File: config.mk
export PLATFORM = sky130hd
export DESIGN_NAME = tls_client_hello_parser_flat
export DESIGN_NICKNAME = d
export VERILOG_FILES = /design/src/rtl/tlsch_pkg.sv /design/src/rtl/tlsch_if.sv /design/src/rtl/tlsch_ram.sv /design/src/rtl/tls_client_hello_parser.sv /design/src/flat_wrapper.sv
export VERILOG_INCLUDE_DIRS = /design/src /design/src/rtl
export SDC_FILE = /design/constraint.sdc
export NUM_CORES = 2
export LEC_CHECK = 0
export BUFFER_PORTS_ARGS = -buffer_cell sky130_fd_sc_hd__buf_2
export CORE_UTILIZATION = 55
export DETAILED_ROUTE_END_ITERATION = 10
export PLACE_DENSITY = 0.69
export REMOVE_ABC_BUFFERS = 1
export SYNTH_ARGS = -nofsm -noshare
export SYNTH_HDL_FRONTEND = slang
export SYNTH_SLANG_ARGS = --single-unit
File: constraint.sdc
create_clock -name clk -period 13.4 [get_ports clk]
set_clock_uncertainty 0.1 [all_clocks]
set_input_delay 2.68 -clock clk [delete_from_list [all_inputs] [get_ports clk]]
set_output_delay 2.68 -clock clk [all_outputs]
set_load 0.05 [all_outputs]
File: src/rtl/tls_client_hello_parser_assert.svh
// ----------------------------------------------------------------------------
// TLS ClientHello parser assertion macros
// Concurrent checks clocked on clk, disabled while rst_n is low.
// ----------------------------------------------------------------------------
`ifndef TLS_CLIENT_HELLO_PARSER_ASSERT_SVH
`define TLS_CLIENT_HELLO_PARSER_ASSERT_SVH

`ifndef NO_ASSERTIONS
// same-cycle implication
`define TLSCH_ASSERT_IMP(lbl, ante, cons, msg) \
    lbl: assert property (@(posedge clk) disable iff (!rst_n) (ante) |-> (cons)) \
        else $error(msg);
// next-cycle implication
`define TLSCH_ASSERT_NEXT(lbl, ante, cons, msg) \
    lbl: assert property (@(posedge clk) disable iff (!rst_n) (ante) |=> (cons)) \
        else $error(msg);
`else
`define TLSCH_ASSERT_IMP(lbl, ante, cons, msg)
`define TLSCH_ASSERT_NEXT(lbl, ante, cons, msg)
`endif

`endif

File: src/rtl/tlsch_pkg.sv
// ----------------------------------------------------------------------------
// TLS ClientHello parser package
// Parse phases, mode and status codes, and the result record type.
// ----------------------------------------------------------------------------
package tlsch_pkg;

    localparam int SESSION_DEPTH = 32;
    localparam int SESS_AW       = 5;

    localparam logic [1:0] MODE_STREAM    = 2'd0;
    localparam logic [1:0] MODE_READ_SESS = 2'd1;
    localparam logic [1:0] MODE_READ_HOST = 2'd2;
    localparam logic [1:0] MODE_RESTART   = 2'd3;

    localparam logic [1:0] ST_HELLO   = 2'd0;
    localparam logic [1:0] ST_OTHER   = 2'd1;
    localparam logic [1:0] ST_GAVE_UP = 2'd2;

    localparam logic [15:0] MAX_LEN_RESET = 16'd16389;
    localparam logic [15:0] MIN_RECORD    = 16'd6;
    localparam logic [15:0] EXT_SNI       = 16'd0;
    localparam logic [15:0] EXT_TICKET    = 16'd35;
    localparam logic [7:0]  VER_MAJOR     = 8'h03;
    localparam logic [7:0]  HS_CLIENT     = 8'h01;
    localparam logic [15:0] RANDOM_LEN    = 16'd32;

    typedef enum logic [27:0] {
        PH_HDR         = 28'b1 << 0,
        PH_HS_TYPE     = 28'b1 << 1,
        PH_HS_LEN      = 28'b1 << 2,
        PH_VER_MAJ     = 28'b1 << 3,
        PH_VER_MIN     = 28'b1 << 4,
        PH_OTHER       = 28'b1 << 5,
        PH_RANDOM      = 28'b1 << 6,
        PH_SESS_LEN    = 28'b1 << 7,
        PH_SESS        = 28'b1 << 8,
        PH_CIPH_HI     = 28'b1 << 9,
        PH_CIPH_LO     = 28'b1 << 10,
        PH_CIPH        = 28'b1 << 11,
        PH_COMP_LEN    = 28'b1 << 12,
        PH_COMP        = 28'b1 << 13,
        PH_EXTS_HI     = 28'b1 << 14,
        PH_EXTS_LO     = 28'b1 << 15,
        PH_EXT_TYPE_HI = 28'b1 << 16,
        PH_EXT_TYPE_LO = 28'b1 << 17,
        PH_EXT_LEN_HI  = 28'b1 << 18,
        PH_EXT_LEN_LO  = 28'b1 << 19,
        PH_X_SKIP      = 28'b1 << 20,
        PH_X_LIST_HI   = 28'b1 << 21,
        PH_X_LIST_LO   = 28'b1 << 22,
        PH_X_NTYPE     = 28'b1 << 23,
        PH_X_NLEN_HI   = 28'b1 << 24,
        PH_X_NLEN_LO   = 28'b1 << 25,
        PH_X_NAME      = 28'b1 << 26,
        PH_DONE        = 28'b1 << 27
    } phase_t;

    typedef struct packed {
        logic       kind;
        logic [1:0] status;
        logic [5:0] session_len;
        logic [7:0] hostname_len;
        logic       has_ticket;
        logic       sel_host;
        logic       zero;
    } res_t;

    // pick the next server name entry, or skip the rest of the extension
    function automatic phase_t enter_entry(logic [15:0] list_rem, logic [15:0] ext_rem);
        return (list_rem == 16'd0 || ext_rem < 16'd3) ? PH_X_SKIP : PH_X_NTYPE;
    endfunction

endpackage

File: src/rtl/tlsch_if.sv
// ----------------------------------------------------------------------------
// TLS ClientHello parser channels
// Valid/ready channels for input items and result items.
// ----------------------------------------------------------------------------
interface tlsch_in_if;
    logic       valid;
    logic       ready;
    logic [1:0] mode;
    logic [7:0] data_byte;
    logic [7:0] read_index;

    modport source (output valid, mode, data_byte, read_index, input ready);
    modport sink   (input valid, mode, data_byte, read_index, output ready);
endinterface

interface tlsch_out_if;
    logic       valid;
    logic       ready;
    logic       kind;
    logic [1:0] status;
    logic [5:0] session_len;
    logic [7:0] hostname_len;
    logic       has_ticket;
    logic [7:0] read_value;

    modport source (output valid, kind, status, session_len, hostname_len, has_ticket,
                    read_value, input ready);
    modport sink   (input valid, kind, status, session_len, hostname_len, has_ticket,
                    read_value, output ready);
endinterface

File: src/rtl/tlsch_ram.sv
// ----------------------------------------------------------------------------
// Generic single-port-write RAM
// One write port and one read port, read data registered.
// ----------------------------------------------------------------------------
module tlsch_ram #(
    parameter int WIDTH = 8,
    parameter int DEPTH = 32
) (
    input  logic                     clk,
    input  logic                     we,
    input  logic [$clog2(DEPTH)-1:0] waddr,
    input  logic [WIDTH-1:0]         wdata,
    input  logic                     re,
    input  logic [$clog2(DEPTH)-1:0] raddr,
    output logic [WIDTH-1:0]         rdata
);

    logic [WIDTH-1:0] mem [DEPTH];
    logic [WIDTH-1:0] rdata_reg;

    // write and registered read
    always_ff @(posedge clk)
    begin
        if (we)
        begin
            mem[waddr] <= wdata;
        end
        if (re)
        begin
            rdata_reg <= mem[raddr];
        end
    end

    assign rdata = rdata_reg;

endmodule

File: src/rtl/tls_client_hello_parser.sv
// Results pass through the result stage register, then the output register. One item
// is taken per cycle unless results stall; the parse state updates in the accepting cycle
// and the store read port is registered, so stream bytes and readbacks interleave freely.
// Reset clears parse state, counters, pipeline valids and max_len_reg (16389);
// the session id and hostname stores are not cleared and read undefined until written.
// ----------------------------------------------------------------------------
// TLS ClientHello parser
// Walks the first TLS record byte by byte, captures session id and SNI hostname.
// ----------------------------------------------------------------------------
`include "tls_client_hello_parser_assert.svh"

module tls_client_hello_parser
    import tlsch_pkg::*;
#(
    parameter int NAME_DEPTH = 256
) (
    input  logic          clk,
    input  logic          rst_n,
    input  logic          cfg_we,
    input  logic [15:0]   cfg_wdata,
    tlsch_in_if.sink      item,
    tlsch_out_if.source   result
);

    localparam int          HOST_AW    = $clog2(NAME_DEPTH);
    localparam logic [16:0] NAME_LIMIT = 17'(NAME_DEPTH);

    phase_t      phase_reg, phase_next;
    logic [15:0] max_len_reg;
    logic [15:0] byte_cnt_reg, byte_cnt_next;
    logic [15:0] rec_len_reg, rec_len_next;
    logic [15:0] field_rem_reg, field_rem_next;
    logic [15:0] ext_rem_reg, ext_rem_next;
    logic [15:0] list_rem_reg, list_rem_next;
    logic [7:0]  held_reg, held_next;
    logic [15:0] ext_kind_reg, ext_kind_next;
    logic [5:0]  sess_cnt_reg, sess_cnt_next;
    logic [15:0] host_cnt_reg, host_cnt_next;
    logic        ticket_reg, ticket_next;

    logic        s1_valid_reg;
    res_t        s1_reg;
    logic        out_valid_reg;
    res_t        out_reg;
    logic [7:0]  out_value_reg;

    logic               acc, s1_adv;
    logic               res_v;
    res_t               res;
    logic               sess_we, sess_re, host_we, host_re;
    logic [SESS_AW-1:0] sess_waddr;
    logic [HOST_AW-1:0] host_waddr;
    logic [7:0]         sess_rdata, host_rdata;
    logic [16:0]        idx_wide;

    assign acc      = item.valid && item.ready;
    assign s1_adv   = s1_valid_reg && (!out_valid_reg || result.ready);
    assign item.ready = !s1_valid_reg || s1_adv;
    assign idx_wide = {9'd0, item.read_index};

    // next parse state and result for the transfer in hand
    always_comb
    begin
        logic [15:0] v16;
        logic [15:0] er_d, lr_d;
        logic [5:0]  v6;
        logic [7:0]  b;
        logic        fail, last, ext_body, verdict;
        logic [1:0]  vstat;

        b     = item.data_byte;
        er_d  = ext_rem_reg - 16'd1;
        lr_d  = (list_rem_reg != 16'd0) ? list_rem_reg - 16'd1 : list_rem_reg;
        v16   = 16'd0;
        v6    = 6'd0;
        fail  = 1'b0;
        last  = 1'b0;
        ext_body = 1'b0;
        verdict  = 1'b0;
        vstat    = ST_GAVE_UP;

        phase_next     = phase_reg;
        byte_cnt_next  = byte_cnt_reg;
        rec_len_next   = rec_len_reg;
        field_rem_next = field_rem_reg;
        ext_rem_next   = ext_rem_reg;
        list_rem_next  = list_rem_reg;
        held_next      = held_reg;
        ext_kind_next  = ext_kind_reg;
        sess_cnt_next  = sess_cnt_reg;
        host_cnt_next  = host_cnt_reg;
        ticket_next    = ticket_reg;

        res_v      = 1'b0;
        res        = '0;
        sess_we    = 1'b0;
        sess_re    = 1'b0;
        host_we    = 1'b0;
        host_re    = 1'b0;
        sess_waddr = '0;
        host_waddr = '0;

        if (acc)
        begin
            unique case (item.mode)
                MODE_RESTART:
                begin
                    phase_next     = PH_HDR;
                    byte_cnt_next  = '0;
                    rec_len_next   = '0;
                    field_rem_next = '0;
                    ext_rem_next   = '0;
                    list_rem_next  = '0;
                    held_next      = '0;
                    ext_kind_next  = '0;
                    sess_cnt_next  = '0;
                    host_cnt_next  = '0;
                    ticket_next    = 1'b0;
                end
                MODE_READ_SESS:
                begin
                    sess_re  = 1'b1;
                    res_v    = 1'b1;
                    res.kind = 1'b1;
                    res.sel_host = 1'b0;
                    res.zero = !(idx_wide < {11'd0, sess_cnt_reg} &&
                                 idx_wide < 17'(SESSION_DEPTH));
                end
                MODE_READ_HOST:
                begin
                    host_re  = 1'b1;
                    res_v    = 1'b1;
                    res.kind = 1'b1;
                    res.sel_host = 1'b1;
                    res.zero = !(idx_wide < {1'b0, host_cnt_reg} && idx_wide < NAME_LIMIT);
                end
                default:
                begin
                    if (phase_reg == PH_DONE)
                    begin
                        // ignore stream bytes until restart
                    end
                    else if (phase_reg == PH_HDR)
                    begin
                        // record header: type, version, length
                        byte_cnt_next = byte_cnt_reg + 16'd1;
                        if (byte_cnt_reg == 16'd0)
                        begin
                            if (b < 8'd20 || b > 8'd23)
                            begin
                                verdict = 1'b1;
                            end
                        end
                        else if (byte_cnt_reg == 16'd3)
                        begin
                            held_next = b;
                        end
                        else if (byte_cnt_reg == 16'd4)
                        begin
                            v16 = {held_reg, b};
                            rec_len_next = v16;
                            if (v16 >= max_len_reg || v16 < MIN_RECORD)
                            begin
                                verdict = 1'b1;
                            end
                            else
                            begin
                                phase_next    = PH_HS_TYPE;
                                byte_cnt_next = '0;
                            end
                        end
                    end
                    else
                    begin
                        last          = (byte_cnt_reg + 16'd1) == rec_len_reg;
                        byte_cnt_next = byte_cnt_reg + 16'd1;
                        unique case (phase_reg)
                            PH_HS_TYPE:
                            begin
                                held_next      = b;
                                field_rem_next = 16'd3;
                                phase_next     = PH_HS_LEN;
                            end
                            PH_HS_LEN:
                            begin
                                field_rem_next = field_rem_reg - 16'd1;
                                if (field_rem_next == 16'd0)
                                    phase_next = PH_VER_MAJ;
                            end
                            PH_VER_MAJ:
                            begin
                                if (b != VER_MAJOR)
                                    fail = 1'b1;
                                else
                                    phase_next = PH_VER_MIN;
                            end
                            PH_VER_MIN:
                            begin
                                if (b < 8'd1 || b > 8'd3)
                                    fail = 1'b1;
                                else if (held_reg == HS_CLIENT)
                                begin
                                    field_rem_next = RANDOM_LEN;
                                    phase_next     = PH_RANDOM;
                                end
                                else
                                    phase_next = PH_OTHER;
                            end
                            PH_RANDOM:
                            begin
                                field_rem_next = field_rem_reg - 16'd1;
                                if (field_rem_next == 16'd0)
                                    phase_next = PH_SESS_LEN;
                            end
                            PH_SESS_LEN:
                            begin
                                if (b > 8'(SESSION_DEPTH))
                                    fail = 1'b1;
                                else
                                begin
                                    sess_cnt_next  = b[5:0];
                                    field_rem_next = {8'd0, b};
                                    phase_next     = (b != 8'd0) ? PH_SESS : PH_CIPH_HI;
                                end
                            end
                            PH_SESS:
                            begin
                                v6 = sess_cnt_reg - field_rem_reg[5:0];
                                if (v6 < 6'(SESSION_DEPTH))
                                begin
                                    sess_we    = 1'b1;
                                    sess_waddr = v6[SESS_AW-1:0];
                                end
                                field_rem_next = field_rem_reg - 16'd1;
                                if (field_rem_next == 16'd0)
                                    phase_next = PH_CIPH_HI;
                            end
                            PH_CIPH_HI:
                            begin
                                held_next  = b;
                                phase_next = PH_CIPH_LO;
                            end
                            PH_EXT_TYPE_HI:
                            begin
                                held_next  = b;
                                phase_next = PH_EXT_TYPE_LO;
                            end
                            PH_EXT_LEN_HI:
                            begin
                                held_next  = b;
                                phase_next = PH_EXT_LEN_LO;
                            end
                            PH_CIPH_LO:
                            begin
                                field_rem_next = {held_reg, b};
                                phase_next = (field_rem_next != 16'd0) ? PH_CIPH : PH_COMP_LEN;
                            end
                            PH_CIPH:
                            begin
                                field_rem_next = field_rem_reg - 16'd1;
                                if (field_rem_next == 16'd0)
                                    phase_next = PH_COMP_LEN;
                            end
                            PH_COMP:
                            begin
                                field_rem_next = field_rem_reg - 16'd1;
                                if (field_rem_next == 16'd0)
                                    phase_next = PH_EXTS_HI;
                            end
                            PH_COMP_LEN:
                            begin
                                field_rem_next = {8'd0, b};
                                phase_next = (b != 8'd0) ? PH_COMP : PH_EXTS_HI;
                            end
                            PH_EXTS_HI:
                                phase_next = PH_EXTS_LO;
                            PH_EXTS_LO:
                                phase_next = PH_EXT_TYPE_HI;
                            PH_EXT_TYPE_LO:
                            begin
                                ext_kind_next = {held_reg, b};
                                phase_next    = PH_EXT_LEN_HI;
                            end
                            PH_EXT_LEN_LO:
                            begin
                                v16          = {held_reg, b};
                                ext_rem_next = v16;
                                phase_next   = PH_X_SKIP;
                                if (ext_kind_reg == EXT_TICKET)
                                    ticket_next = (v16 != 16'd0);
                                else if (ext_kind_reg == EXT_SNI && v16 >= 16'd2)
                                    phase_next = PH_X_LIST_HI;
                                if (v16 == 16'd0)
                                    phase_next = PH_EXT_TYPE_HI;
                            end
                            PH_X_SKIP:
                            begin
                                ext_body      = 1'b1;
                                ext_rem_next  = er_d;
                                list_rem_next = lr_d;
                            end
                            PH_X_LIST_HI:
                            begin
                                ext_body      = 1'b1;
                                ext_rem_next  = er_d;
                                list_rem_next = lr_d;
                                held_next     = b;
                                phase_next    = PH_X_LIST_LO;
                            end
                            PH_X_LIST_LO:
                            begin
                                ext_body      = 1'b1;
                                ext_rem_next  = er_d;
                                list_rem_next = lr_d;
                                v16 = {held_reg, b};
                                if (v16 > er_d)
                                    phase_next = PH_X_SKIP;
                                else
                                begin
                                    list_rem_next = v16;
                                    phase_next    = enter_entry(v16, er_d);
                                end
                            end
                            PH_X_NTYPE:
                            begin
                                ext_body      = 1'b1;
                                ext_rem_next  = er_d;
                                list_rem_next = lr_d;
                                phase_next    = (b != 8'd0) ? PH_X_SKIP : PH_X_NLEN_HI;
                            end
                            PH_X_NLEN_HI:
                            begin
                                ext_body      = 1'b1;
                                ext_rem_next  = er_d;
                                list_rem_next = lr_d;
                                held_next     = b;
                                phase_next    = PH_X_NLEN_LO;
                            end
                            PH_X_NLEN_LO:
                            begin
                                ext_body      = 1'b1;
                                ext_rem_next  = er_d;
                                list_rem_next = lr_d;
                                v16 = {held_reg, b};
                                if (v16 > er_d)
                                    phase_next = PH_X_SKIP;
                                else
                                begin
                                    host_cnt_next  = v16;
                                    field_rem_next = v16;
                                    phase_next = (v16 == 16'd0) ? enter_entry(lr_d, er_d)
                                                                : PH_X_NAME;
                                end
                            end
                            PH_X_NAME:
                            begin
                                ext_body      = 1'b1;
                                ext_rem_next  = er_d;
                                list_rem_next = lr_d;
                                v16 = host_cnt_reg - field_rem_reg;
                                if ({1'b0, v16} < NAME_LIMIT)
                                begin
                                    host_we    = 1'b1;
                                    host_waddr = v16[HOST_AW-1:0];
                                end
                                field_rem_next = field_rem_reg - 16'd1;
                                if (field_rem_next == 16'd0)
                                    phase_next = enter_entry(lr_d, er_d);
                            end
                            default:
                            begin
                                // handshake other than ClientHello: count bytes only
                            end
                        endcase

                        // extension body used up
                        if (ext_body && er_d == 16'd0)
                            phase_next = PH_EXT_TYPE_HI;

                        if (fail)
                            verdict = 1'b1;
                        else if (last)
                        begin
                            verdict = 1'b1;
                            if (phase_next == PH_OTHER)
                                vstat = ST_OTHER;
                            else if (phase_next == PH_EXTS_HI || phase_next == PH_EXT_TYPE_HI)
                                vstat = ST_HELLO;
                        end
                    end

                    if (verdict)
                    begin
                        phase_next = PH_DONE;
                        res_v      = 1'b1;
                        res.kind   = 1'b0;
                        res.status = vstat;
                        res.zero   = 1'b1;
                    end
                end
            endcase
            res.session_len  = sess_cnt_next;
            res.hostname_len = host_cnt_next[7:0];
            res.has_ticket   = ticket_next;
        end
    end

    // parse state and configuration register
    always_ff @(posedge clk or negedge rst_n)
    begin
        if (!rst_n)
        begin
            phase_reg     <= PH_HDR;
            max_len_reg   <= MAX_LEN_RESET;
            byte_cnt_reg  <= '0;
            rec_len_reg   <= '0;
            field_rem_reg <= '0;
            ext_rem_reg   <= '0;
            list_rem_reg  <= '0;
            held_reg      <= '0;
            ext_kind_reg  <= '0;
            sess_cnt_reg  <= '0;
            host_cnt_reg  <= '0;
            ticket_reg    <= 1'b0;
        end
        else
        begin
            if (cfg_we)
                max_len_reg <= cfg_wdata;
            phase_reg     <= phase_next;
            byte_cnt_reg  <= byte_cnt_next;
            rec_len_reg   <= rec_len_next;
            field_rem_reg <= field_rem_next;
            ext_rem_reg   <= ext_rem_next;
            list_rem_reg  <= list_rem_next;
            held_reg      <= held_next;
            ext_kind_reg  <= ext_kind_next;
            sess_cnt_reg  <= sess_cnt_next;
            host_cnt_reg  <= host_cnt_next;
            ticket_reg    <= ticket_next;
        end
    end

    // stores for session id and hostname
    tlsch_ram #(.WIDTH(8), .DEPTH(SESSION_DEPTH)) u_sess_ram (
        .clk   (clk),
        .we    (sess_we),
        .waddr (sess_waddr),
        .wdata (item.data_byte),
        .re    (sess_re),
        .raddr (item.read_index[SESS_AW-1:0]),
        .rdata (sess_rdata)
    );

    tlsch_ram #(.WIDTH(8), .DEPTH(NAME_DEPTH)) u_host_ram (
        .clk   (clk),
        .we    (host_we),
        .waddr (host_waddr),
        .wdata (item.data_byte),
        .re    (host_re),
        .raddr (idx_wide[HOST_AW-1:0]),
        .rdata (host_rdata)
    );

    // result stage waiting on the store read, then output register
    always_ff @(posedge clk or negedge rst_n)
    begin
        if (!rst_n)
        begin
            s1_valid_reg  <= 1'b0;
            out_valid_reg <= 1'b0;
        end
        else
        begin
            if (acc)
                s1_valid_reg <= res_v;
            else if (s1_adv)
                s1_valid_reg <= 1'b0;

            if (s1_adv)
                out_valid_reg <= 1'b1;
            else if (result.ready)
                out_valid_reg <= 1'b0;
        end
    end

    // payload: hold while stalled
    always_ff @(posedge clk)
    begin
        if (acc && res_v)
            s1_reg <= res;
        if (s1_adv)
        begin
            out_reg <= s1_reg;
            if (s1_reg.zero)
                out_value_reg <= 8'd0;
            else if (s1_reg.sel_host)
                out_value_reg <= host_rdata;
            else
                out_value_reg <= sess_rdata;
        end
    end

    assign result.valid        = out_valid_reg;
    assign result.kind         = out_reg.kind;
    assign result.status       = out_reg.status;
    assign result.session_len  = out_reg.session_len;
    assign result.hostname_len = out_reg.hostname_len;
    assign result.has_ticket   = out_reg.has_ticket;
    assign result.read_value   = out_value_reg;

    // checks
    `TLSCH_ASSERT_IMP(a_sess_bound, 1'b1, sess_cnt_reg <= 6'd32, "session count beyond store")
    `TLSCH_ASSERT_NEXT(a_done_holds,
        phase_reg == PH_DONE && !(acc && item.mode == MODE_RESTART),
        phase_reg == PH_DONE, "left done phase without restart")
    `TLSCH_ASSERT_NEXT(a_s1_holds, s1_valid_reg && !s1_adv, s1_valid_reg,
        "pending result dropped")

endmodule

File: src/flat_wrapper.sv
// flat-port wrapper written by rule: the top's interface ports become plain ports
module tls_client_hello_parser_flat import tlsch_pkg::*;
#(
    parameter int NAME_DEPTH = 256
)
  (clk, rst_n, cfg_we, cfg_wdata, item_valid, item_mode, item_data_byte, item_read_index, item_ready, result_valid, result_kind, result_status, result_session_len, result_hostname_len, result_has_ticket, result_read_value, result_ready);
  tlsch_in_if item_i ();
  tlsch_out_if result_i ();
  input  logic clk;
  input  logic rst_n;
  input  logic cfg_we;
  input  logic [15:0] cfg_wdata;
  input wire logic [$bits(item_i.valid)-1:0] item_valid;
  input wire logic [$bits(item_i.mode)-1:0] item_mode;
  input wire logic [$bits(item_i.data_byte)-1:0] item_data_byte;
  input wire logic [$bits(item_i.read_index)-1:0] item_read_index;
  output wire logic [$bits(item_i.ready)-1:0] item_ready;
  output wire logic [$bits(result_i.valid)-1:0] result_valid;
  output wire logic [$bits(result_i.kind)-1:0] result_kind;
  output wire logic [$bits(result_i.status)-1:0] result_status;
  output wire logic [$bits(result_i.session_len)-1:0] result_session_len;
  output wire logic [$bits(result_i.hostname_len)-1:0] result_hostname_len;
  output wire logic [$bits(result_i.has_ticket)-1:0] result_has_ticket;
  output wire logic [$bits(result_i.read_value)-1:0] result_read_value;
  input wire logic [$bits(result_i.ready)-1:0] result_ready;
  assign item_i.valid = item_valid;
  assign item_i.mode = item_mode;
  assign item_i.data_byte = item_data_byte;
  assign item_i.read_index = item_read_index;
  assign item_ready = item_i.ready;
  assign result_valid = result_i.valid;
  assign result_kind = result_i.kind;
  assign result_status = result_i.status;
  assign result_session_len = result_i.session_len;
  assign result_hostname_len = result_i.hostname_len;
  assign result_has_ticket = result_i.has_ticket;
  assign result_read_value = result_i.read_value;
  assign result_i.ready = result_ready;
  tls_client_hello_parser #(.NAME_DEPTH(NAME_DEPTH)) u_core (.clk(clk), .rst_n(rst_n), .cfg_we(cfg_we), .cfg_wdata(cfg_wdata), .item(item_i), .result(result_i));
endmodule
==> metrics.log <==
INFO  metric status = finished clean
INFO  metric critPathMaxStageDelay = 0.83 ns
INFO  metric worstReg2RegStart = u_core.field_rem_reg[0]
INFO  metric min_period = 6.696 ns
INFO  metric timing.critical_path.required = 13.92 ns
INFO  metric floorplan.io_pins = 67
INFO  metric min-delay-start = u_core.s1_reg[16]
INFO  metric synth_area_per_cell = 19.13 um^2
INFO  metric dominantRegCellSynth = sky130_fd_sc_hd__edfxtp_1
INFO  metric drt-pass1-iter-count = 5
INFO  metric worst_r2r_path_depth = 16
INFO  metric floorplan.die.height = 438.3 um
INFO  metric slew-limit-headroom = 0.1605
INFO  metric wl = 249.3 mm
INFO  metric cp.depth = 7
INFO  metric finalSetupViolations = 0
INFO  metric endpoint_kind_of_the_worst_setup_timing_path = flop
INFO  metric layout.nets = 5,672
INFO  metric cp_num_buf_inv = 3
INFO  metric max_cap_violations = 0
INFO  metric hold_path_depth = 0
INFO  metric initialDrtViolationCount = 6,309
INFO  metric finalCritPeriodShare = 0.4997
INFO  metric initial_core_util = 0.5557
INFO  metric h-tree-depth = 5
INFO  metric coreArea = 0.1884 mm^2
INFO  metric worstSkewPairLatency = 0.93 ns
INFO  metric path_class = in2reg
INFO  metric die_area = 0.1921 mm^2
INFO  metric first_global_vias = 53,580
INFO  metric clkSlewWorstSetupHoldPaths = 0.06 ns
INFO  metric cpLargestDelayFamily = multiplexers
INFO  metric timing.final.max_slew_violations = 0
INFO  metric placed_cells_incl_taps = 7,774
INFO  metric groute.usage.overall = 0.2622
INFO  metric placement_rows = 159
INFO  metric number_of_flops_mapped_to_enable_cells_by_yosys = 2,366
INFO  metric sequential_fraction_of_the_synthesis_area = 0.7200
INFO  metric place_congestion = 0.9157
INFO  metric io_buffers = 66
INFO  metric die_w = 438.3 um
INFO  metric hold_viol_final = 0
INFO  metric area_growth_from_synthesis_to_layout = 10.76%
INFO  metric cts_setup_buffers = 0
INFO  metric post_route_drc = 0
INFO  metric path_cells = buf_8 -> buf_4 -> buf_4 -> mux4_2 -> mux4_2 -> mux4_2 -> mux4_2
INFO  metric yosysWarningCount = 0
INFO  metric cts_buffers = 277
INFO  metric vdd.ir_drop.worst = 0.1267 mV
INFO  metric netlist_area = 0.1047 mm^2
INFO  metric post_drt_via_cell_ratio = 6.532
INFO  metric fin_cells = 8,248
INFO  metric drive_above_1_share = 0.2377
INFO  metric route.vias.total = 53,880
INFO  metric grt_setup_unrepaired = no
INFO  metric tritoncts = done
INFO  metric largest_register_ffs = 2,048
INFO  metric worst-slew-pin-transition = 1.255 ns
INFO  metric min-delay-path-class = reg2reg
INFO  metric cp_startpoint_kind = input pin
INFO  metric max_freq = 0.1493 GHz
INFO  metric ys_async_sr_fraction = 0.06814
INFO  metric power.density = 158.8 mW/mm^2
INFO  metric cts_num_sinks = 2,539
INFO  metric stdcell_area = 0.1160 mm^2
INFO  metric timing.critical_path.arrival = 7.22 ns
INFO  metric cp-startpoint = item_read_index[0]
INFO  metric postSynthRegisterBits = 2,539
INFO  metric detailed_place.area = 0.1077 mm^2
INFO  metric grt_remaining_overflow = 0
INFO  metric ys_types = 87
INFO  metric detailedPlacementHpwl = 151.0 mm
INFO  metric ant_nets = 0
INFO  metric grt_pass1_wl = 367.0 mm
INFO  metric lkg_pwr = 36.93 nW
INFO  metric clock_path_buffers = 4
INFO  metric tns = 0 ns
INFO  metric worst_path_slowest_cell = sky130_fd_sc_hd__buf_4
INFO  metric pin_count_of_the_biggest_net_entering_global_routing = 143
INFO  metric most_frequent_cell_on_critical_path = sky130_fd_sc_hd__mux4_2
INFO  metric hold_buffers = 0
INFO  metric clock-root-buffer = sky130_fd_sc_hd__clkbuf_16
INFO  metric antenna_found_initial = 7
INFO  metric worst_path_fanout_max = 66
INFO  metric netlist_instances = 5,473
INFO  metric cts-resized-gates = 0
INFO  metric detail_route.wl_per_cell = 30.22 um
[cell families (layout without fill, tap and decap cells)]
group | Yosys count | count (layout) | synth area share
XOR/XNOR | 70 | 70 | 0.006250
adder cells (fa/ha/maj) | 77 | 77 | 0.009297
buffers and inverters | 424 | 702 | 0.01546
multiplexers | 828 | 828 | 0.1706
AND/OR/NAND/NOR | 1053 | 1053 | 0.04847
AO/OA/AOI/OAI | 482 | 482 | 0.02994
flip-flops | 2539 | 2539 | 0.7200
other | 0 | 2 | 0
[metal layers]
metal	vias to the layer above	track usage	routed length (um)
met1	28520	0.3799	103000
li1	22570	-	-
met3	426	0.04151	18160
met5	-	0	27
met4	4	0.07664	7113
met2	2355	0.4167	121000
[synth_stat cells (7+ instances only)]
library cell,n,share of area
sky130_fd_sc_hd__nor3_1,63,0.0030
sky130_fd_sc_hd__nand4_1,40,0.0024
sky130_fd_sc_hd__o211ai_1,15,0.0011
sky130_fd_sc_hd__a22o_1,24,0.0020
sky130_fd_sc_hd__mux2i_1,17,0.0016
sky130_fd_sc_hd__nor4_1,48,0.0029
sky130_fd_sc_hd__nand2b_1,23,0.0014
sky130_fd_sc_hd__mux2_2,51,0.0055
sky130_fd_sc_hd__a21o_1,29,0.0021
sky130_fd_sc_hd__o31ai_1,41,0.0029
sky130_fd_sc_hd__or4_1,16,0.0011
sky130_fd_sc_hd__or2_2,11,0.00066
sky130_fd_sc_hd__ha_1,73,0.0087
sky130_fd_sc_hd__a32o_1,7,0.00067
sky130_fd_sc_hd__nor2b_1,40,0.0024
sky130_fd_sc_hd__a22oi_1,14,0.0010
sky130_fd_sc_hd__xor2_1,28,0.0023
sky130_fd_sc_hd__nor3b_1,7,0.00050
sky130_fd_sc_hd__a32oi_1,13,0.0011
sky130_fd_sc_hd__inv_1,85,0.0030
sky130_fd_sc_hd__and2_1,13,0.00078
sky130_fd_sc_hd__a31oi_1,15,0.00090
sky130_fd_sc_hd__buf_1,52,0.0019
sky130_fd_sc_hd__clkbuf_1,279,0.010
sky130_fd_sc_hd__xnor2_1,39,0.0033
sky130_fd_sc_hd__o21ai_0,139,0.0066
sky130_fd_sc_hd__a211oi_1,11,0.00079
sky130_fd_sc_hd__a21oi_1,93,0.0044
sky130_fd_sc_hd__o21a_1,9,0.00065
sky130_fd_sc_hd__o22ai_1,13,0.00078
sky130_fd_sc_hd__nand3b_1,13,0.00093
sky130_fd_sc_hd__and4_1,12,0.0010
sky130_fd_sc_hd__edfxtp_1,2366,0.68
sky130_fd_sc_hd__nand2_1,195,0.0070
sky130_fd_sc_hd__dfrtp_1,169,0.040
sky130_fd_sc_hd__or3_1,34,0.0020
sky130_fd_sc_hd__nor2_1,436,0.016
sky130_fd_sc_hd__nor4b_1,10,0.00084
sky130_fd_sc_hd__mux4_2,760,0.16
sky130_fd_sc_hd__and3_1,17,0.0010
sky130_fd_sc_hd__nand3_1,47,0.0022
[final timing paths]
kind | endpoint | slack [ns]
max in group asynchronous | u_core.host_cnt_reg[3] | 10.29
worst min register to register | u_core.result.session_len[5] | 0.32
min in group asynchronous | u_core.phase_reg[6] | 1.66
worst max-delay path | u_core.u_host_ram.rdata[0] | 6.70
worst max register to register | u_core.u_host_ram.mem[245][3] | 7.44
worst min-delay path | u_core.result.session_len[5] | 0.32
[power breakdown]
part	internal (mW)	switching [mW]	total, mW	leakage [nW]
clock network	4.06	2.99	7.05	4.05
logic	0.890	1.41	2.30	9.32
registers	8.82	0.244	9.06	23.6
total	13.8	4.65	18.4	36.9
[area by class of cell]
type	instances	area, um^2
Multi-Input combinational cell	2510	27730
Tap cell	2495	3122
Timing Repair Buffer	145	1174
Clock buffer	327	7214
Sequential cell	2539	75380
Clock inverter	145	1021
Fill cell	12880	72430
Inverter	85	319.1
Antenna cell	2	5.005
[placed cells by master, fill, tap and decap left out, types with 14 or more instances in the layout]
cell,count
sky130_fd_sc_hd__clkinv_2,59
sky130_fd_sc_hd__a21oi_1,92
sky130_fd_sc_hd__nor4_1,48
sky130_fd_sc_hd__buf_4,70
sky130_fd_sc_hd__a22oi_1,14
sky130_fd_sc_hd__nor2b_1,40
sky130_fd_sc_hd__or3_1,34
sky130_fd_sc_hd__a21o_1,29
sky130_fd_sc_hd__ha_1,72
sky130_fd_sc_hd__nand2_1,195
sky130_fd_sc_hd__edfxtp_1,2366
sky130_fd_sc_hd__nand4_1,40
sky130_fd_sc_hd__nor2_1,435
sky130_fd_sc_hd__mux4_2,760
sky130_fd_sc_hd__mux2_2,51
sky130_fd_sc_hd__a22o_1,24
sky130_fd_sc_hd__nand2b_1,23
sky130_fd_sc_hd__clkbuf_1,45
sky130_fd_sc_hd__xor2_1,28
sky130_fd_sc_hd__nor3_1,62
sky130_fd_sc_hd__o21ai_0,139
sky130_fd_sc_hd__nand3_1,47
sky130_fd_sc_hd__clkinv_1,54
sky130_fd_sc_hd__clkbuf_16,281
sky130_fd_sc_hd__inv_1,85
sky130_fd_sc_hd__and3_1,17
sky130_fd_sc_hd__dfrtp_1,169
sky130_fd_sc_hd__o31ai_1,40
sky130_fd_sc_hd__buf_2,52
sky130_fd_sc_hd__or4_1,16
sky130_fd_sc_hd__xnor2_1,39
sky130_fd_sc_hd__mux2i_1,17
sky130_fd_sc_hd__o211ai_1,15
sky130_fd_sc_hd__a31oi_1,15
[metrics by stage]
step           utilization  hold WS (ns)  worst slack [ns]  power, mW
3_5_place_dp        0.5718        0.3063             5.662      11.50
3_3_place_gp        0.5718        0.3062             5.713      11.45
5_1_grt             0.6155        0.3267             6.404      19.00
4_1_cts             0.6155        0.3202             6.605      18.49
2_1_floorplan            -        0.3003             6.874      10.57
6_report            0.6155        0.3185             6.704      18.42
Power figures use the tool's default switching activity.
